`config.mk`:
```
export PLATFORM = sky130hd
export DESIGN_NAME = adv_mfg_data_finder_unit
export DESIGN_NICKNAME = d
export VERILOG_FILES = /design/src/rtl/adv_mfg_pkg.sv /design/src/rtl/adv_mfg_regs.sv /design/src/rtl/adv_mfg_scan.sv /design/src/rtl/adv_mfg_outbuf.sv /design/src/rtl/adv_mfg_data_finder_unit.sv
export SDC_FILE = /design/constraint.sdc
export NUM_CORES = 1
export LEC_CHECK = 0
export BUFFER_PORTS_ARGS = -buffer_cell sky130_fd_sc_hd__buf_2
export CORE_AREA = 10 10 158 160
export CTS_BUF_LIST = sky130_fd_sc_hd__clkbuf_8
export DETAILED_ROUTE_END_ITERATION = 12
export DIE_AREA = 0 0 168 170
export PLACE_DENSITY = 0.82
export SLEW_MARGIN = 30
export SYNTH_ARGS = -nofsm -noshare
export SYNTH_HDL_FRONTEND = slang
export SYNTH_HIERARCHICAL = 1
export SYNTH_SLANG_ARGS = --single-unit
```
`constraint.sdc`:
```
create_clock -name i_clk -period 5.7 [get_ports i_clk]
set_input_delay 1.14 -clock i_clk [delete_from_list [all_inputs] [get_ports i_clk]]
set_output_delay 1.14 -clock i_clk [all_outputs]
set_load 0.005 [all_outputs]
```
`src/rtl/adv_mfg_pkg.sv`:
```
`default_nettype none

package adv_mfg_pkg;

    // Widths of the payload and configuration fields
    localparam int unsigned ADDR_W     = 48;
    localparam int unsigned CID_W      = 16;
    localparam int unsigned CFG_DATA_W = 64;
    localparam int unsigned CFG_ADDR_W = 6;

    // Longest payload accepted by default
    localparam int unsigned PAYLOAD_MAX_DEF = 255;

    // Structure type and minimum length of a manufacturer-specific structure
    localparam logic [7:0]       TYPE_MFG    = 8'hFF;
    localparam logic [7:0]       MIN_MFG_LEN = 8'd3;
    localparam logic [CID_W-1:0] CID_RESET   = 16'h02E1;

    // Register indexes (byte address / 8)
    localparam logic [2:0] REG_MFR_CODE     = 3'd0;
    localparam logic [2:0] REG_DEV_A_ADDR   = 3'd1;
    localparam logic [2:0] REG_DEV_A_ENABLE = 3'd2;
    localparam logic [2:0] REG_DEV_B_ADDR   = 3'd3;
    localparam logic [2:0] REG_DEV_B_ENABLE = 3'd4;

    // Source codes of a result
    localparam logic [1:0] SRC_NONE  = 2'd0;
    localparam logic [1:0] SRC_DEV_A = 2'd1;
    localparam logic [1:0] SRC_DEV_B = 2'd2;

    typedef struct packed {
        logic [CID_W-1:0]  mfr_code;
        logic [ADDR_W-1:0] dev_a_addr;
        logic              dev_a_enable;
        logic [ADDR_W-1:0] dev_b_addr;
        logic              dev_b_enable;
    } t_cfg;

    typedef struct packed {
        logic [1:0] source;
        logic       found;
        logic [7:0] data_offset;
        logic [7:0] mfg_len;
    } t_result;

endpackage

`default_nettype wire

```
`src/rtl/adv_mfg_regs.sv`:
```
`default_nettype none

module adv_mfg_regs (
    input  wire                                i_clk,
    input  wire                                i_rst_n,
    input  wire                                psel,
    input  wire                                penable,
    input  wire                                pwrite,
    input  wire [adv_mfg_pkg::CFG_ADDR_W-1:0]  paddr,
    input  wire [adv_mfg_pkg::CFG_DATA_W-1:0]  pwdata,
    output logic [adv_mfg_pkg::CFG_DATA_W-1:0] prdata,
    output logic                               pready,
    output adv_mfg_pkg::t_cfg                  o_cfg
);
    import adv_mfg_pkg::*;

    t_cfg       r_cfg;
    logic [2:0] idx;
    logic       wr_en;

    assign idx    = paddr[CFG_ADDR_W-1:3];
    assign wr_en  = psel && penable && pwrite;
    assign pready = 1'b1;
    assign o_cfg  = r_cfg;

    // Register writes on the access phase
    always_ff @(posedge i_clk) begin
        if (!i_rst_n) begin
            r_cfg.mfr_code     <= CID_RESET;
            r_cfg.dev_a_addr   <= '0;
            r_cfg.dev_a_enable <= 1'b0;
            r_cfg.dev_b_addr   <= '0;
            r_cfg.dev_b_enable <= 1'b0;
        end else if (wr_en) begin
            unique case (idx)
                REG_MFR_CODE:     r_cfg.mfr_code     <= pwdata[CID_W-1:0];
                REG_DEV_A_ADDR:   r_cfg.dev_a_addr   <= pwdata[ADDR_W-1:0];
                REG_DEV_A_ENABLE: r_cfg.dev_a_enable <= pwdata[0];
                REG_DEV_B_ADDR:   r_cfg.dev_b_addr   <= pwdata[ADDR_W-1:0];
                REG_DEV_B_ENABLE: r_cfg.dev_b_enable <= pwdata[0];
                default: ;
            endcase
        end
    end

    // Read-back mux
    always_comb begin
        prdata = '0;
        unique case (idx)
            REG_MFR_CODE:     prdata = CFG_DATA_W'(r_cfg.mfr_code);
            REG_DEV_A_ADDR:   prdata = CFG_DATA_W'(r_cfg.dev_a_addr);
            REG_DEV_A_ENABLE: prdata = CFG_DATA_W'(r_cfg.dev_a_enable);
            REG_DEV_B_ADDR:   prdata = CFG_DATA_W'(r_cfg.dev_b_addr);
            REG_DEV_B_ENABLE: prdata = CFG_DATA_W'(r_cfg.dev_b_enable);
            default:          prdata = '0;
        endcase
    end

endmodule

`default_nettype wire

```
`src/rtl/adv_mfg_scan.sv`:
```
`default_nettype none

module adv_mfg_scan #(
    parameter int unsigned PAYLOAD_MAX = adv_mfg_pkg::PAYLOAD_MAX_DEF
) (
    input  wire                            i_clk,
    input  wire                            i_rst_n,
    input  adv_mfg_pkg::t_cfg              i_cfg,
    input  wire                            i_accept,
    input  wire [7:0]                      i_data_byte,
    input  wire                            i_first_byte,
    input  wire [7:0]                      i_payload_len,
    input  wire [adv_mfg_pkg::ADDR_W-1:0]  i_sender_addr,
    output logic                           o_res_valid,
    output adv_mfg_pkg::t_result           o_res
);
    import adv_mfg_pkg::*;

    localparam logic [7:0] LEN_CAP = 8'(PAYLOAD_MAX);

    typedef enum logic [2:0] {
        PH_HEADER,
        PH_TYPE,
        PH_CID_LO,
        PH_CID_HI,
        PH_DONE
    } t_phase;

    // Scan state
    t_phase     r_phase,    n_phase;
    logic [7:0] r_byte_pos, n_byte_pos;
    logic [8:0] r_next_hdr, n_next_hdr;
    logic [7:0] r_field_len, n_field_len;
    logic [7:0] r_cid_low,  n_cid_low;
    logic [7:0] r_len_total, n_len_total;
    logic [1:0] r_hit_src,  n_hit_src;
    logic       r_hit_found, n_hit_found;
    logic [7:0] r_hit_off,  n_hit_off;
    logic [7:0] r_hit_len,  n_hit_len;

    // Working copies after the first-byte restart
    t_phase     v_phase;
    logic [7:0] v_pos;
    logic [8:0] v_nh;
    logic [7:0] v_flen;
    logic [7:0] v_cid;
    logic [7:0] v_len;
    logic [1:0] v_src;
    logic       v_found;
    logic [7:0] v_off;
    logic [7:0] v_hlen;
    logic       v_live;
    logic [8:0] v_pos1;
    logic [8:0] v_end;
    logic [8:0] v_len9;

    always_comb begin
        n_phase     = r_phase;
        n_byte_pos  = r_byte_pos;
        n_next_hdr  = r_next_hdr;
        n_field_len = r_field_len;
        n_cid_low   = r_cid_low;
        n_len_total = r_len_total;
        n_hit_src   = r_hit_src;
        n_hit_found = r_hit_found;
        n_hit_off   = r_hit_off;
        n_hit_len   = r_hit_len;
        o_res_valid = 1'b0;

        // Restart on a first byte: latch length, match the sender
        if (i_first_byte) begin
            if (i_payload_len == 8'd0) begin
                v_len = 8'd1;
            end else if (i_payload_len > LEN_CAP) begin
                v_len = LEN_CAP;
            end else begin
                v_len = i_payload_len;
            end
            if (i_cfg.dev_a_enable && (i_sender_addr == i_cfg.dev_a_addr)) begin
                v_src = SRC_DEV_A;
            end else if (i_cfg.dev_b_enable && (i_sender_addr == i_cfg.dev_b_addr)) begin
                v_src = SRC_DEV_B;
            end else begin
                v_src = SRC_NONE;
            end
            v_phase = (v_src == SRC_NONE) ? PH_DONE : PH_HEADER;
            v_pos   = '0;
            v_nh    = '0;
            v_flen  = '0;
            v_cid   = '0;
            v_found = 1'b0;
            v_off   = '0;
            v_hlen  = '0;
            v_live  = i_accept;
        end else begin
            v_len   = r_len_total;
            v_src   = r_hit_src;
            v_phase = r_phase;
            v_pos   = r_byte_pos;
            v_nh    = r_next_hdr;
            v_flen  = r_field_len;
            v_cid   = r_cid_low;
            v_found = r_hit_found;
            v_off   = r_hit_off;
            v_hlen  = r_hit_len;
            // bytes outside a payload are dropped
            v_live  = i_accept && (r_byte_pos < r_len_total);
        end

        v_pos1 = {1'b0, v_pos} + 9'd1;
        v_end  = v_pos1 + {1'b0, i_data_byte};
        v_len9 = {1'b0, v_len};

        // Structure walk
        if (v_phase != PH_DONE) begin
            if ({1'b0, v_pos} == v_nh) begin
                if ((v_pos1 >= v_len9) || (i_data_byte == 8'd0) || (v_end > v_len9)) begin
                    v_phase = PH_DONE;
                end else begin
                    v_flen  = i_data_byte;
                    v_nh    = v_end;
                    v_phase = PH_TYPE;
                end
            end else begin
                unique case (v_phase)
                    PH_TYPE: begin
                        v_phase = ((i_data_byte == TYPE_MFG) && (v_flen >= MIN_MFG_LEN))
                                  ? PH_CID_LO : PH_HEADER;
                    end
                    PH_CID_LO: begin
                        v_cid   = i_data_byte;
                        v_phase = PH_CID_HI;
                    end
                    PH_CID_HI: begin
                        if ({i_data_byte, v_cid} == i_cfg.mfr_code) begin
                            v_found = 1'b1;
                            v_off   = v_pos1[7:0];
                            v_hlen  = v_flen - MIN_MFG_LEN;
                            v_phase = PH_DONE;
                        end else begin
                            v_phase = PH_HEADER;
                        end
                    end
                    default: ;
                endcase
            end
        end

        // Commit on an accepted in-payload beat
        if (v_live) begin
            n_phase     = v_phase;
            n_byte_pos  = v_pos1[7:0];
            n_next_hdr  = v_nh;
            n_field_len = v_flen;
            n_cid_low   = v_cid;
            n_len_total = v_len;
            n_hit_src   = v_src;
            n_hit_found = v_found;
            n_hit_off   = v_off;
            n_hit_len   = v_hlen;
            o_res_valid = (v_pos1 == v_len9);
        end
    end

    assign o_res.source      = v_src;
    assign o_res.found       = v_found;
    assign o_res.data_offset = v_off;
    assign o_res.mfg_len     = v_hlen;

    always_ff @(posedge i_clk) begin
        if (!i_rst_n) begin
            r_phase     <= PH_HEADER;
            r_byte_pos  <= '0;
            r_next_hdr  <= '0;
            r_field_len <= '0;
            r_cid_low   <= '0;
            r_len_total <= '0;
            r_hit_src   <= SRC_NONE;
            r_hit_found <= 1'b0;
            r_hit_off   <= '0;
            r_hit_len   <= '0;
        end else begin
            r_phase     <= n_phase;
            r_byte_pos  <= n_byte_pos;
            r_next_hdr  <= n_next_hdr;
            r_field_len <= n_field_len;
            r_cid_low   <= n_cid_low;
            r_len_total <= n_len_total;
            r_hit_src   <= n_hit_src;
            r_hit_found <= n_hit_found;
            r_hit_off   <= n_hit_off;
            r_hit_len   <= n_hit_len;
        end
    end

endmodule

`default_nettype wire

```
`src/rtl/adv_mfg_outbuf.sv`:
```
`default_nettype none

module adv_mfg_outbuf (
    input  wire                  i_clk,
    input  wire                  i_rst_n,
    input  wire                  i_push,
    input  adv_mfg_pkg::t_result i_res,
    output logic                 o_push_ready,
    output logic                 o_valid,
    input  wire                  i_ready,
    output adv_mfg_pkg::t_result o_res
);
    import adv_mfg_pkg::*;

    logic    r_out_valid;
    logic    r_skid_valid;
    t_result r_out;
    t_result r_skid;
    logic    out_take;

    assign out_take     = r_out_valid && i_ready;
    assign o_push_ready = !r_skid_valid;
    assign o_valid      = r_out_valid;
    assign o_res        = r_out;

    // Output register with a skid entry behind it
    always_ff @(posedge i_clk) begin
        if (!i_rst_n) begin
            r_out_valid  <= 1'b0;
            r_skid_valid <= 1'b0;
        end else if (r_out_valid && !out_take) begin
            if (i_push) begin
                r_skid_valid <= 1'b1;
            end
        end else if (r_skid_valid) begin
            r_out_valid  <= 1'b1;
            r_skid_valid <= 1'b0;
        end else begin
            r_out_valid <= i_push;
        end
    end

    // Beat data
    always_ff @(posedge i_clk) begin
        if (r_out_valid && !out_take) begin
            if (i_push) begin
                r_skid <= i_res;
            end
        end else if (r_skid_valid) begin
            r_out <= r_skid;
        end else if (i_push) begin
            r_out <= i_res;
        end
    end

endmodule

`default_nettype wire

```
`src/rtl/adv_mfg_data_finder_unit.sv`:
```
// Manufacturer data finder. Takes one advertising payload byte per beat,
// first_byte set on byte 0 together with the payload length and sender
// address. The sender is compared with the two enabled device addresses
// (device A wins a tie); for a match the length-type structures are walked
// and the first manufacturer-specific one (type 0xFF, length 3 or more)
// carrying the configured company id is reported. One result beat leaves
// for every completed payload, through the registered output buffer.
// Rate: one byte per clock cycle, sustained; each byte is a single update of
// the scan registers. The input stalls only when both the output register
// and its skid entry hold results that the sink has not taken. Registers sit
// at byte address 8*i on the 64-bit configuration port and should be written
// only while no payload is in flight.
`default_nettype none

module adv_mfg_data_finder_unit #(
    parameter int unsigned PAYLOAD_MAX = adv_mfg_pkg::PAYLOAD_MAX_DEF
) (
    input  wire                                i_clk,
    input  wire                                i_rst_n,
    // configuration port
    input  wire                                psel,
    input  wire                                penable,
    input  wire                                pwrite,
    input  wire [adv_mfg_pkg::CFG_ADDR_W-1:0]  paddr,
    input  wire [adv_mfg_pkg::CFG_DATA_W-1:0]  pwdata,
    output logic [adv_mfg_pkg::CFG_DATA_W-1:0] prdata,
    output logic                               pready,
    // byte input
    input  wire                                i_in_valid,
    output logic                               o_in_ready,
    input  wire [7:0]                          i_data_byte,
    input  wire                                i_first_byte,
    input  wire [7:0]                          i_payload_len,
    input  wire [adv_mfg_pkg::ADDR_W-1:0]      i_sender_addr,
    // result output
    output logic                               o_out_valid,
    input  wire                                i_out_ready,
    output logic [1:0]                         o_source,
    output logic                               o_found,
    output logic [7:0]                         o_data_offset,
    output logic [7:0]                         o_mfg_len
);
    import adv_mfg_pkg::*;

    t_cfg    s_cfg;
    t_result s_res;
    t_result s_out;
    logic    s_accept;
    logic    s_res_valid;

    adv_mfg_regs u_regs (
        .i_clk   (i_clk),
        .i_rst_n (i_rst_n),
        .psel    (psel),
        .penable (penable),
        .pwrite  (pwrite),
        .paddr   (paddr),
        .pwdata  (pwdata),
        .prdata  (prdata),
        .pready  (pready),
        .o_cfg   (s_cfg)
    );

    assign s_accept = i_in_valid && o_in_ready;

    adv_mfg_scan #(
        .PAYLOAD_MAX (PAYLOAD_MAX)
    ) u_scan (
        .i_clk         (i_clk),
        .i_rst_n       (i_rst_n),
        .i_cfg         (s_cfg),
        .i_accept      (s_accept),
        .i_data_byte   (i_data_byte),
        .i_first_byte  (i_first_byte),
        .i_payload_len (i_payload_len),
        .i_sender_addr (i_sender_addr),
        .o_res_valid   (s_res_valid),
        .o_res         (s_res)
    );

    adv_mfg_outbuf u_outbuf (
        .i_clk        (i_clk),
        .i_rst_n      (i_rst_n),
        .i_push       (s_res_valid),
        .i_res        (s_res),
        .o_push_ready (o_in_ready),
        .o_valid      (o_out_valid),
        .i_ready      (i_out_ready),
        .o_res        (s_out)
    );

    assign o_source      = s_out.source;
    assign o_found       = s_out.found;
    assign o_data_offset = s_out.data_offset;
    assign o_mfg_len     = s_out.mfg_len;

`ifndef NO_ASSERTIONS
    // input may only stall behind a pending result
    a_stall_has_result: assert property (@(posedge i_clk) disable iff (!i_rst_n)
        !o_in_ready |-> o_out_valid)
        else $error("input stalled with empty output");

    // a completed payload always reaches the output register
    a_result_lands: assert property (@(posedge i_clk) disable iff (!i_rst_n)
        (s_res_valid && !o_out_valid) |=> o_out_valid)
        else $error("result lost");

    // no search without a matched device
    a_found_needs_source: assert property (@(posedge i_clk) disable iff (!i_rst_n)
        (o_out_valid && o_found) |-> (o_source == SRC_DEV_A || o_source == SRC_DEV_B))
        else $error("found without a device match");

    // company id ends at byte 3 at the earliest
    a_offset_floor: assert property (@(posedge i_clk) disable iff (!i_rst_n)
        (o_out_valid && o_found) |-> (o_data_offset >= 8'd4))
        else $error("data offset too small");
`endif

endmodule

`default_nettype wire
```
== After elaboration in Yosys (flattened, before gate mapping) ==
Index checks and enable logic that the tools add are counted.
Storage, ports and cells
  bits in registers: 217
  input port bits: 142
  output and inout bits: 86
  logic and storage cells: 123
Cells by class
  add/subtract/negate cells: 3
  magnitude comparators: 5
  eq/ne operators: 14
  muxes and demuxes: 49
  bitwise operators: 1
  reduce and logical (&&, ||, !) cells: 26
Operators by type and width (number)
  48-bit case mux with 5 select lines: 1
  8-bit 2-to-1 mux: 22
  48-bit == test: 2
  19-bit 2-to-1 mux: 2
  9-bit 2-to-1 mux: 4
  3-bit 2-to-1 mux: 6
  16-bit == test: 1
  8-bit zero test: 2
  2-bit AND reduction: 8
  3-bit by 2-bit == test with 1-bit output, second input constant: 4
  2-bit 2-to-1 mux: 5
  8-bit by 1-bit adder with 9-bit output, second input constant: 1
  9-bit by 8-bit adder with 9-bit output: 1
  8-bit by 9-bit == test with 1-bit output: 1
  9-bit by 8-bit == test with 1-bit output: 1
  9-bit by 8-bit >= comparator with 1-bit output: 1
  9-bit by 8-bit greater-than comparator with 1-bit output: 1
  1-bit logical AND: 9
  3-bit case mux with 3 select lines: 1
  8-bit == test, second input constant: 1
  8-bit by 2-bit >= comparator with 1-bit output, second input constant: 1
  8-bit greater-than comparator, second input constant: 1
  8-bit < comparator: 1
  1-bit 2-to-1 mux: 8
  other kinds (10): 13

== Longest topological paths before layout ==
Gate-level depths: netlist of run 1.
  depth in word-level cells: 14
  gate-level depth with buffers: 21
  gate-level depth less buffers: 17

== Hierarchy ==
The synthesis of run 1 kept the hierarchy.
By module, submodules not included
  adv_mfg_scan: instances 1, cells an instance 679, area each 5625.4 µm², sequential area each 1261.2 µm²
  adv_mfg_regs: instances 1, cells an instance 569, area each 5255.0 µm², sequential area each 2282.2 µm²
  adv_mfg_outbuf: instances 1, cells an instance 68, area each 1526.5 µm², sequential area each 1181.1 µm²
  adv_mfg_data_finder_unit: instances 1, cells an instance 1, area each 6.3 µm², sequential area each 0.0 µm²

== Worst setup path after synthesis of run 1 ==
Ideal clock, no wire load.
  path type: input -> register
  from: input port i_first_byte
  to: register u_scan.r_next_hdr[1]
  setup time: 0.117 ns
  arrival: 5.022 ns
  required time: 5.583 ns
  slack: 0.561 ns
  stages on the path: 20
  path buffers: 4
  cells stage by stage: clkbuf_1 -> buf_1 -> clkbuf_1 -> nor2_1 -> ha_1 -> a21o_1 -> a211oi_1 -> o21bai_1 -> a21o_1 -> a21oi_1 -> xnor2_1 -> ha_1 -> a2111oi_0 -> o21ai_0 -> a21oi_1 -> o21ai_0 -> nor3_1 -> a31oi_1 -> buf_4 -> a22o_1
On the way
  word-level cells in the longest chain between the ends: 8
  elaborated cells between the ends (all ways): 16
  those cells by class: 2 x add/sub; 2 x order compare; 2 x eq/ne; 8 x mux; 2 x reduce/logical
Ends and longest elaborated chain
  from (decl): line adv_mfg_data_finder_unit.sv:32  | input wire i_first_byte,
  8-bit 2-to-1 mux (*): line adv_mfg_scan.sv:71  | if (i_first_byte) begin
  8-bit by 1-bit adder with 9-bit output (*): line adv_mfg_scan.sv:110  | v_pos1 = {1'b0, v_pos} + 9'd1;
  named net u_scan.v_pos1[1]: line adv_mfg_scan.sv:53  | logic [8:0] v_pos1;
  9-bit by 8-bit adder with 9-bit output or 9-bit by 8-bit >= comparator with 1-bit output (tied branches): line adv_mfg_scan.sv:111, adv_mfg_scan.sv:117
  9-bit by 8-bit greater-than comparator with 1-bit output or 1-bit logical OR (tied branches): line adv_mfg_scan.sv:117  | if ((v_pos1 >= v_len9) || (i_data_byte == 8'd0) || (v_end > v_len9)) begin
  1-bit logical OR: line adv_mfg_scan.sv:117
  9-bit 2-to-1 mux (*): line adv_mfg_scan.sv:117
  9-bit 2-to-1 mux (*): line adv_mfg_scan.sv:116  | if ({1'b0, v_pos} == v_nh) begin
  9-bit 2-to-1 mux (*): line adv_mfg_scan.sv:115  | if (v_phase != PH_DONE) begin
  to (signal assigned): line adv_mfg_scan.sv:185  | r_next_hdr <= n_next_hdr;
  to (decl): line adv_mfg_scan.sv:32  | logic [8:0] r_next_hdr, n_next_hdr;
Mark *: on every way through the listed nets, which the timed path passes. The rest lies on a longest branch.
A chain may end at the register's enable or synchronous reset.

== Final worst setup path of run 1 ==
  from: input port i_first_byte
  to: register u_scan.r_next_hdr[7]
On the way
  word-level cells in the longest chain between the ends: 8
  elaborated cells between the ends (all ways): 16
  those cells by class: 2 x add/sub; 2 x order compare; 2 x eq/ne; 8 x mux; 2 x reduce/logical
Ends and longest elaborated chain (line)
  8-bit 2-to-1 mux: adv_mfg_scan.sv:71
  8-bit by 1-bit adder with 9-bit output: adv_mfg_scan.sv:110
  9-bit by 8-bit adder with 9-bit output or 9-bit by 8-bit >= comparator with 1-bit output (tied branches): adv_mfg_scan.sv:111, adv_mfg_scan.sv:117
  9-bit by 8-bit greater-than comparator with 1-bit output or 1-bit logical OR (tied branches): adv_mfg_scan.sv:117
  1-bit logical OR: adv_mfg_scan.sv:117
  9-bit 2-to-1 mux: adv_mfg_scan.sv:117
  9-bit 2-to-1 mux: adv_mfg_scan.sv:116
  9-bit 2-to-1 mux: adv_mfg_scan.sv:115
Several ways; a longest one is shown, not always the timed one.

==> results_dict.tcl, run 1 <==
set metrics [dict create \
    outcome "finished clean" \
    synth_common_cells "255 x nand2_1, 179 x dfxtp_1, 164 x mux2i_1" \
    internal-power_mw 2.52 \
    worstPathRequired_ps 6170 \
    cp-end-kind "flop" \
    drv_cap 0 \
    grt_start_max_net_pins 105 \
    crit_type "in -> reg" \
    ant_nets 0 \
    final_layout_size_suffix_gt1_share_pct 21.7 \
    fillCellCount 1712 \
    die-area_mm2 0.0286 \
    hold_viol 0 \
    routabilityCongestion 0.963 \
    crit_fanout 19 \
    dpl.cell_count 1731 \
    worstSetupStartpointType "input port" \
    cts_buffers 36 \
    seq_area_frac_synth_pct 38.1 \
    ctsHoldBuffers 0 \
    viasPerCell 5.86 \
    cp.arrival_ps 5410 \
    crit_family "compound AO/OA/AOI/OAI gates" \
    drcViolationCount 0 \
    h-tree-depth 2 \
    p_sw_mw 0.988 \
    p_sw_share_pct 28.1 \
    ir_worst_vdd_mv 0.174 \
    clk-insertion-delay-late_ps 550 \
    avgSynthCellArea_um2 9.43 \
    clkTransAtPathRegs_ps 60 \
    antenna_found_initial 5 \
    synth_area_leaders "dfxtp_1 29%, mux2i_1 13%, edfxtp_1 9.2%" \
    grt_overflow 0 \
    final_nets 1666 \
    crit_buf_inv 3 \
    final_cells 1798 \
    post-route-period-util_pct 86.6 \
    drt_first_pass_iters 5 \
    max_freq_ghz 0.203 \
    async_reset_ff_share_pct 0 \
    die_h_um 170 \
    ctsResizeCount 0 \
    numClockSinks 217 \
    coreArea_mm2 0.0217 \
    rsz0062_at_grt "no" \
    drv_slew 0 \
    leakage_nw 5.70 \
    seqPwrFrac_pct 46.3 \
    crit_chain "buf_2, clkinv_1, nand2_1, ha_1, inv_1, fa_1, nand3b_1, a21oi_1, nor2_1, xnor2_1, ha_1, a2111oi_0, o21ai_0, a21oi_1, o21ai_0, nor3_1, o2111a_1, a22o_1" \
    critPathMaxStageDelay_ps 640 \
    yosys_register_bits 217 \
    synth_warnings 6 \
    drt_iter0_markers 930 \
    hp-class "reg -> reg" \
    drt_wl_total_um 35900 \
    synth_edf_count 38 \
    grt_pass1_vias 10387 \
    finalCriticalPeriod_ps 4940 \
    p_clk_share_pct 39.7 \
    finClkSkew_ps 21.6 \
    dp.final_hpwl_um 26400 \
    synth.distinct_cells 76 \
    cts_tree "yes" \
    synth_area_leader_cell "dfxtp_1" \
    area_delta_synth_final_pct 14.0 \
    slew_headroom_pct 38.9 \
    die_x_um 168 \
    comb_power_share_pct 14.0 \
    worst_pin_slew_ps 916 \
    synth_top_cell_area_share_pct 28.9 \
    synthFlopType "dfxtp_1" \
    port_buffers 191 \
    cts_buffer_depth 3 \
    boundaryPins 228 \
    grt_pass1_wl_um 55400 \
    setup_viol 0 \
    yosysMostFrequentCell "nand2_1" \
    track_usage_pct 23.7 \
    cellPowerDensity_mw_per_mm2 248 \
    netlist_area_mm2 0.0124 \
    fin_setup_tns_ps 0 \
    clock-root-buffer "clkbuf_8" \
    row_count 54 \
    syn_inst 1317 \
    post_cts_buffers 0 \
    post-route-util_pct 65.2 \
    detail_route.wl_per_cell_um 20.0 \
    vias 10541 \
    initial_core_util_pct 57.2 \
    slowest_stage "o2111a_1" \
]
## flip-flops by register name, indices dropped and copies added (netlist names), 2 cells and up
signal	count
u_scan/r_hit_len	8
u_scan/r_byte_pos	8
u_scan/r_hit_src	2
u_scan/r_cid_low	8
u_scan/r_phase	3
u_outbuf/o_res	19
u_regs/o_cfg	114
u_outbuf/r_skid	19
u_scan/r_next_hdr	9
u_scan/r_len_total	8
u_scan/r_hit_off	8
u_scan/r_field_len	8
## routing by layer
metal	GRT usage [%]	routed length, um
met5	0	15
met4	11.8	1560
met3	5.85	3330
met2	37.7	16400
met1	29.3	14600
## layout by cell type (no fill, tap or decap), drive strengths merged, types with 38 or more instances in the layout
cell type and instances:
a21oi 44, a22o 48, buf 211, clkbuf 44, dfxtp 179, edfxtp 38
inv 43, mux2i 164, nand2 255, nor2 45, xnor2 90
## path summary, 6_finish.rpt
| check | startpoint | end | slack [ps] | depth (start not counted) |
|---|---|---|---|---|
| worst min-delay path | u_scan/r_hit_off[4]$_SDFFE_PN0P_ | u_scan/r_hit_off[4]$_SDFFE_PN0P_ | 460 | 2 |
| worst max-delay path | i_first_byte | u_scan/r_next_hdr[7]$_SDFFE_PN0P_ | 760 | 18 |
| worst max register to register | u_scan/r_byte_pos[1]$_SDFFE_PN0P_ | u_scan/r_next_hdr[7]$_SDFFE_PN0P_ | 970 | 16 |
| worst min register to register | u_scan/r_hit_off[4]$_SDFFE_PN0P_ | u_scan/r_hit_off[4]$_SDFFE_PN0P_ | 460 | 2 |
## tightest hold or removal path: cells and delay by family (launching register included)
kind,cells,cell delay (ps)
flops,1,310
mux,1,50
simple gates,1,50
## logic make-up (layout without fill, tap and decap cells)
logic type               count (synthesis)  in the layout  synth area share (%)
flip-flops                             217            217                  38.1
buffers and inverters                  126            309                  5.43
AND/OR/NAND/NOR                        454            454                  17.8
other                                    2             20                0.0605
multiplexers                           196            196                  16.8
AO/OA/AOI/OAI                          173            173                  10.3
adder cells (fa/ha/maj)                 35             35                  3.59
XOR/XNOR                               114            114                  8.04
## through the flow
step           instance area (um2)  hold WS [ps]  power (mW)  worst slack (ps)
5_1_grt                      14100           477        3.65               410
6_report                     14100           458        3.51               764
2_1_floorplan                12500           430        1.98               561
4_1_cts                      14100           454        3.52               839
3_5_place_dp                 13400           445        2.14               298
3_3_place_gp                 13400           437        2.13               430
## power by group through the flow
stage	Sequential (mW)	Combinational, mW	Clock (mW)
CTS	1.63	0.484	1.41
finish	1.63	0.493	1.39
global route	1.63	0.538	1.48
global placement	1.66	0.470	0
floorplan	1.64	0.340	0
detailed placement	1.66	0.481	0
## layout make-up
cell class / instances / area (um2) / area share, %
Multi-Input combinational cell: 989 / 7100 / 50.2
Sequential cell: 217 / 4720 / 33.4
Timing Repair Buffer: 211 / 1120 / 7.92
Clock buffer: 44 / 606 / 4.28
Tap cell: 280 / 350 / 2.48
Inverter: 34 / 128 / 0.902
Clock inverter: 20 / 115 / 0.814
Antenna cell: 3 / 7.51 / 0.0531
Power figures use the tool's default switching activity.
==> run 2, diff against run 1 <==
--- a/config.mk
+++ b/config.mk
@@ -6,13 +6,12 @@
 export NUM_CORES = 1
 export LEC_CHECK = 0
 export BUFFER_PORTS_ARGS = -buffer_cell sky130_fd_sc_hd__buf_2
-export CORE_AREA = 10 10 158 160
+export CORE_AREA = 10 10 152 154
 export CTS_BUF_LIST = sky130_fd_sc_hd__clkbuf_8
 export DETAILED_ROUTE_END_ITERATION = 12
-export DIE_AREA = 0 0 168 170
-export PLACE_DENSITY = 0.82
+export DIE_AREA = 0 0 162 164
+export PLACE_DENSITY = 0.83
 export SLEW_MARGIN = 30
 export SYNTH_ARGS = -nofsm -noshare
 export SYNTH_HDL_FRONTEND = slang
-export SYNTH_HIERARCHICAL = 1
 export SYNTH_SLANG_ARGS = --single-unit
==> results_dict.tcl, run 2 <==
set metrics [dict create \
    outcome "finished clean" \
    yosys_register_bits 217 \
    cts_buffers 37 \
    grt_overflow 0 \
    ctsHoldBuffers 0 \
    cp.arrival_ps 5160 \
    cts_buffer_depth 3 \
    drt_wl_total_um 35500 \
    synth_area_leaders "dfxtp_1 31%, edfxtp_1 9.9%, nand2_1 9.1%" \
    cellPowerDensity_mw_per_mm2 263 \
    post-route-cell-area_mm2 0.0133 \
    drcViolationCount 0 \
    row_count 52 \
    synth_warnings 0 \
    async_reset_ff_share_pct 0 \
    initial_core_util_pct 57.3 \
    dp.final_hpwl_um 25600 \
    avgSynthCellArea_um2 8.61 \
    yosysMostFrequentCell "nand2_1" \
    ant_nets 0 \
    boundaryPins 228 \
    layout_common_cells "278 x nand2_1, 191 x buf_2, 179 x dfxtp_1, 138 x a21oi_1, 91 x xnor2_1" \
    p_total_mw 3.50 \
    synthFlopType "dfxtp_1" \
    track_usage_pct 25.6 \
    hold_viol 0 \
    detail_route.wl_per_cell_um 19.7 \
    coreArea_mm2 0.0200 \
    finClkSkew_ps 20.9 \
    drt_first_pass_iters 6 \
    hold_path_depth 2 \
    synth.distinct_cells 74 \
    final_layout_size_suffix_gt1_share_pct 19.8 \
    routabilityCongestion 0.926 \
    cp-end-kind "flop" \
    synth_common_cells "278 x nand2_1, 179 x dfxtp_1, 138 x a21oi_1" \
    leakage_nw 5.38 \
    die-area_mm2 0.0266 \
    seq_area_frac_synth_pct 41.1 \
    synth_top_cell_area_share_pct 31.2 \
    vias 10676 \
    clk-insertion-delay-late_ps 540 \
    ctsResizeCount 0 \
    final_nets 1680 \
    ir_worst_vdd_mv 0.148 \
    netlist_area_mm2 0.0115 \
    rrSetupSlack_ps 1150 \
    slew_headroom_pct 36.8 \
    die_h_um 164 \
    drv_cap 0 \
    post-route-util_pct 66.6 \
    area_delta_synth_final_pct 16.1 \
    grt_pass1_vias 10692 \
    clock-root-buffer "clkbuf_8" \
    grt_start_max_net_pins 97 \
    numClockSinks 217 \
    largest_register_ffs 114 \
    crit_fanout 25 \
    viasPerCell 5.93 \
    hold_slack_ps 452 \
    crit_type "in -> reg" \
    max_freq_ghz 0.211 \
    post_cts_buffers 0 \
    syn_inst 1335 \
    worstSetupStartpointType "input port" \
    h-tree-depth 2 \
    hp-class "reg -> reg" \
    worst_pin_slew_ps 948 \
    grt_pass1_wl_um 55200 \
    clkTransAtPathRegs_ps 60 \
    final_common_cell "nand2_1" \
    setup_viol 0 \
    synth_edf_count 38 \
    worstPathRequired_ps 6120 \
    drv_slew 0 \
    post_dp_cell_area_mm2 0.0126 \
    die_x_um 162 \
    reg2reg_depth 15 \
    cts_tree "yes" \
    port_buffers 191 \
    fin_setup_tns_ps 0 \
    drt_iter0_markers 900 \
    antenna_found_initial 7 \
    rsz0062_at_grt "no" \
    finalCriticalPeriod_ps 4740 \
    synth_area_leader_cell "dfxtp_1" \
    post-route-period-util_pct 83.1 \
]
run 2: final cells by class:
type | instances | area [um2]
multi-input cells | 1009 | 6300
repair buffers | 208 | 1080
clock buffers | 49 | 674
inverters | 30 | 118
fillers | 1695 | 6700
flip-flops and latches | 217 | 4720
clock inverters | 16 | 95.1
diodes | 2 | 5.00
well taps | 270 | 338
run 2: routing by layer:
layer | vias up | global-route usage, % | wire length, um
met5 | - | 0 | 43
met4 | 8 | 13.1 | 1660
met3 | 115 | 6.68 | 3200
met2 | 551 | 42.3 | 17000
met1 | 5038 | 30.1 | 13600
li1 | 4964 | - | -
run 2: final timing paths:
path	start	endpoint
max reg2reg	u_scan.r_byte_pos[0]$_SDFFE_PN0P_	u_scan.r_next_hdr[1]$_SDFFE_PN0P_
min reg2reg	u_scan.r_next_hdr[8]$_SDFFE_PN0P_	u_scan.r_next_hdr[8]$_SDFFE_PN0P_
min	u_scan.r_next_hdr[8]$_SDFFE_PN0P_	u_scan.r_next_hdr[8]$_SDFFE_PN0P_
max	i_first_byte	u_scan.r_next_hdr[1]$_SDFFE_PN0P_
run 2: stage by stage:
stage / setup slack (ps) / instances
after floorplan: 612 / 1350
after global placement: 522 / 1734
after detailed placement: 451 / 1734
after CTS: 985 / 1799
after global routing: 692 / 1800
final: 961 / 1801
run 2: critical path: stages:
cell and delay [ps]:
buf_2 450, nor3b_1 140, xnor2_1 150, nor2_1 330, ha_1 340, a21o_1 170
a31oi_1 250, xnor2_1 210, ha_1 300, a211oi_1 190, o21ai_0 110, o221ai_1 150
or4b_4 520, a31o_2 400, a22o_1 280
run 2: logic make-up (layout without fill, tap and decap cells):
kind of cell	count (synthesis)	count (layout)	synth area share, %
AND/OR/NAND/NOR	476	476	18.6
AO/OA/AOI/OAI	302	302	16.8
flip-flops	217	217	41.1
XOR/XNOR	126	126	9.61
buffers and inverters	124	303	4.77
multiplexers	53	53	5.16
adder cells (fa/ha/maj)	35	35	3.88
other	2	19	0.0654
run 2: power breakdown:
part / switching, mW / internal (mW) / total (mW)
clock network: 0.643 / 0.813 / 1.46
logic: 0.262 / 0.163 / 0.426
registers: 0.0296 / 1.59 / 1.62
total: 0.935 / 2.57 / 3.50
==> run 3, diff against run 2 <==
--- a/config.mk
+++ b/config.mk
@@ -5,12 +5,13 @@
 export SDC_FILE = /design/constraint.sdc
 export NUM_CORES = 1
 export LEC_CHECK = 0
+export ABC_AREA = 1
 export BUFFER_PORTS_ARGS = -buffer_cell sky130_fd_sc_hd__buf_2
-export CORE_AREA = 10 10 152 154
+export CORE_AREA = 10 10 168 170
 export CTS_BUF_LIST = sky130_fd_sc_hd__clkbuf_8
 export DETAILED_ROUTE_END_ITERATION = 12
-export DIE_AREA = 0 0 162 164
-export PLACE_DENSITY = 0.83
+export DIE_AREA = 0 0 178 180
+export PLACE_DENSITY = 0.79
 export SLEW_MARGIN = 30
 export SYNTH_ARGS = -nofsm -noshare
 export SYNTH_HDL_FRONTEND = slang
==> constraint.sdc (replaced) <==
create_clock -name i_clk -period 3.8 [get_ports i_clk]
set_input_delay 0.76 -clock i_clk [delete_from_list [all_inputs] [get_ports i_clk]]
set_output_delay 0.76 -clock i_clk [all_outputs]
set_load 0.005 [all_outputs]
==> results_dict.tcl, run 3 <==
set metrics [dict create \
    hold_slack_ps 459 \
    die_x_um 178 \
    setup_viol 0 \
    outcome "finished clean" \
    cts_buffer_depth 3 \
    yosys_register_bits 217 \
    clkTransAtPathRegs_ps 60 \
    fin_ws_ps 335 \
    seq_area_frac_synth_pct 36.2 \
    clk-insertion-delay-late_ps 540 \
    ctsHoldBuffers 0 \
    final_common_cell "nand2_1" \
    initial_core_util_pct 52.5 \
    leakage_nw 7.64 \
    row_count 58 \
    dp.final_hpwl_um 28400 \
    crit_type "in -> reg" \
    synth_warnings 0 \
    cp-end-kind "flop" \
    finalCriticalPeriod_ps 3460 \
    clock-root-buffer "clkbuf_8" \
    synth_area_leaders "dfxtp_1 27%, nand2_1 18%, edfxtp_1 8.7%" \
    yosysMostFrequentCell "nand2_1" \
    cellPowerDensity_mw_per_mm2 440 \
    cts_buffers 40 \
    worst_pin_slew_ps 964 \
    avgSynthCellArea_um2 6.49 \
    routabilityCongestion 0.923 \
    synthFlopType "dfxtp_1" \
    worstPathRequired_ps 4220 \
    crit_fanout 20 \
    drt_iter0_markers 1192 \
    viasPerCell 5.20 \
    port_buffers 191 \
    synth_edf_count 38 \
    antenna_found_initial 3 \
    die-area_mm2 0.0320 \
    slew_headroom_pct 35.6 \
    dp_worst_setup_slack_ps -211 \
    synth_top_cell_area_share_pct 27.4 \
    grt_pass1_vias 12495 \
    async_reset_ff_share_pct 0 \
    drv_cap 0 \
    die_h_um 180 \
    layout_common_cells "607 x nand2_1, 291 x inv_1, 190 x buf_2, 188 x nor2_1, 183 x o21ai_0" \
    grt_start_max_net_pins 97 \
    ant_nets 0 \
    worstSetupStartpointType "input port" \
    final_layout_size_suffix_gt1_share_pct 14.9 \
    synth_area_leader_cell "dfxtp_1" \
    drt_wl_total_um 39600 \
    final_nets 2390 \
    netlist_area_mm2 0.0131 \
    fillCellCount 2380 \
    post-route-period-util_pct 91.2 \
    synth.distinct_cells 48 \
    drv_slew 0 \
    max_freq_ghz 0.289 \
    finClkSkew_ps 22.8 \
    grt_overflow 0 \
    cp.arrival_ps 3890 \
    grt_pass1_wl_um 62300 \
    coreArea_mm2 0.0249 \
    drt_first_pass_iters 6 \
    area_delta_synth_final_pct 16.8 \
    synth_common_cells "609 x nand2_1, 278 x inv_1, 189 x nor2_1" \
    drcViolationCount 0 \
    track_usage_pct 23.4 \
    vias 13356 \
    ir_worst_vdd_mv 0.231 \
    largest_register_ffs 114 \
    hold_viol 0 \
    cts_tree "yes" \
    numClockSinks 217 \
    boundaryPins 228 \
    hp-class "reg -> reg" \
    detail_route.wl_per_cell_um 15.4 \
    syn_inst 2013 \
    h-tree-depth 2 \
]
[run 3: cell count changes after synthesis, sizes merged, moves of 15 or more]
cell,before,now
nor2b,16,0
a22oi,17,0
xnor2,91,25
nand3,24,90
o21ai,36,185
nand2,278,613
nor2,77,194
o22ai,4,26
a22o,48,2
mux2,40,0
inv,29,282
xor2,35,20
[run 3: where the power goes]
| group | switching, mW | internal (mW) | leakage (nW) |
|---|---|---|---|
| Clock | 0.962 | 1.14 | 0.431 |
| Combinational | 1.26 | 0.694 | 5.40 |
| Sequential | 0.103 | 2.55 | 1.81 |
| Total | 2.33 | 4.38 | 7.64 |
[run 3: cells by family (layout without fill, tap and decap cells)]
logic type	count (synthesis)	after routing	synth area share, %
XOR/XNOR	45	45	3.02
AND/OR/NAND/NOR	930	930	28.9
buffers and inverters	390	597	12.1
flip-flops	217	217	36.2
adder cells (fa/ha/maj)	35	35	3.41
AO/OA/AOI/OAI	394	394	16.3
other	2	20	0.0575
[run 3: routing by layer]
metal / vias to the layer above / global-route usage, % / wire [um]
li1: 6773 / - / -
met4: 0 / 7.54 / 881
met3: 57 / 4.23 / 3100
met5: - / 0 / 0
met2: 474 / 37.7 / 18200
met1: 6052 / 30.9 / 17400
[run 3: final timing paths]
path / from / endpoint / slack, ps / cells past startpoint
min: u_scan.r_next_hdr[8]$_SDFFE_PN0P_ / u_scan.r_next_hdr[8]$_SDFFE_PN0P_ / 460 / 2
max reg2reg: u_scan.r_byte_pos[2]$_SDFFE_PN0P_ / u_scan.r_next_hdr[1]$_SDFFE_PN0P_ / 340 / 22
max: i_first_byte / u_scan.r_next_hdr[1]$_SDFFE_PN0P_ / 340 / 26
min reg2reg: u_scan.r_next_hdr[8]$_SDFFE_PN0P_ / u_scan.r_next_hdr[8]$_SDFFE_PN0P_ / 460 / 2
[run 3: final cells by class]
class / count / area (um2) / area share (%)
clock inverter: 19 / 108 / 0.705
tap: 330 / 413 / 2.71
inverter: 284 / 1070 / 6.99
multi-input combinational: 1421 / 6870 / 45.0
antenna: 3 / 7.51 / 0.0492
sequential: 217 / 4720 / 31.0
clock buffer: 45 / 619 / 4.06
timing repair buffer: 249 / 1460 / 9.54
[run 3: critical path, stage by stage]
cell and delay [ps]:
buf_2 160, inv_2 60, nand2_2 90, nor2_4 40
buf_4 140, a22o_1 180, nand2_1 50, inv_1 90
ha_1 320, a21oi_2 140, nand2_2 90, xor2_2 160
ha_1 310, nand2_1 70, inv_1 50, nand3_1 100
nor2_1 50, o21ai_0 180, nand2_1 70, a21oi_1 150
nor2_2 80, nor2_8 150, buf_12 160, a21oi_1 70
nor2_1 120, nor2_1 40
[run 3: metrics by stage]
stage          setup TNS, ps  cell area, um2  util (%)  total power, mW  cells
2_1_floorplan              0           13100         -             4.05   2028
3_3_place_gp           -1510           14500      58.1             4.56   2500
3_5_place_dp           -3180           14500      58.1             4.62   2500
4_1_cts                    0           15200      61.0             6.71   2564
5_1_grt                -4.25           15300      61.3             7.14   2568
6_report                   0           15300      61.3             6.71   2568
[run 3: repair_timing]
action	4_1_cts	5_1_grt
endpoints found under the setup margin	0	13
buffers inserted	0	1
gates resized for setup	0	9
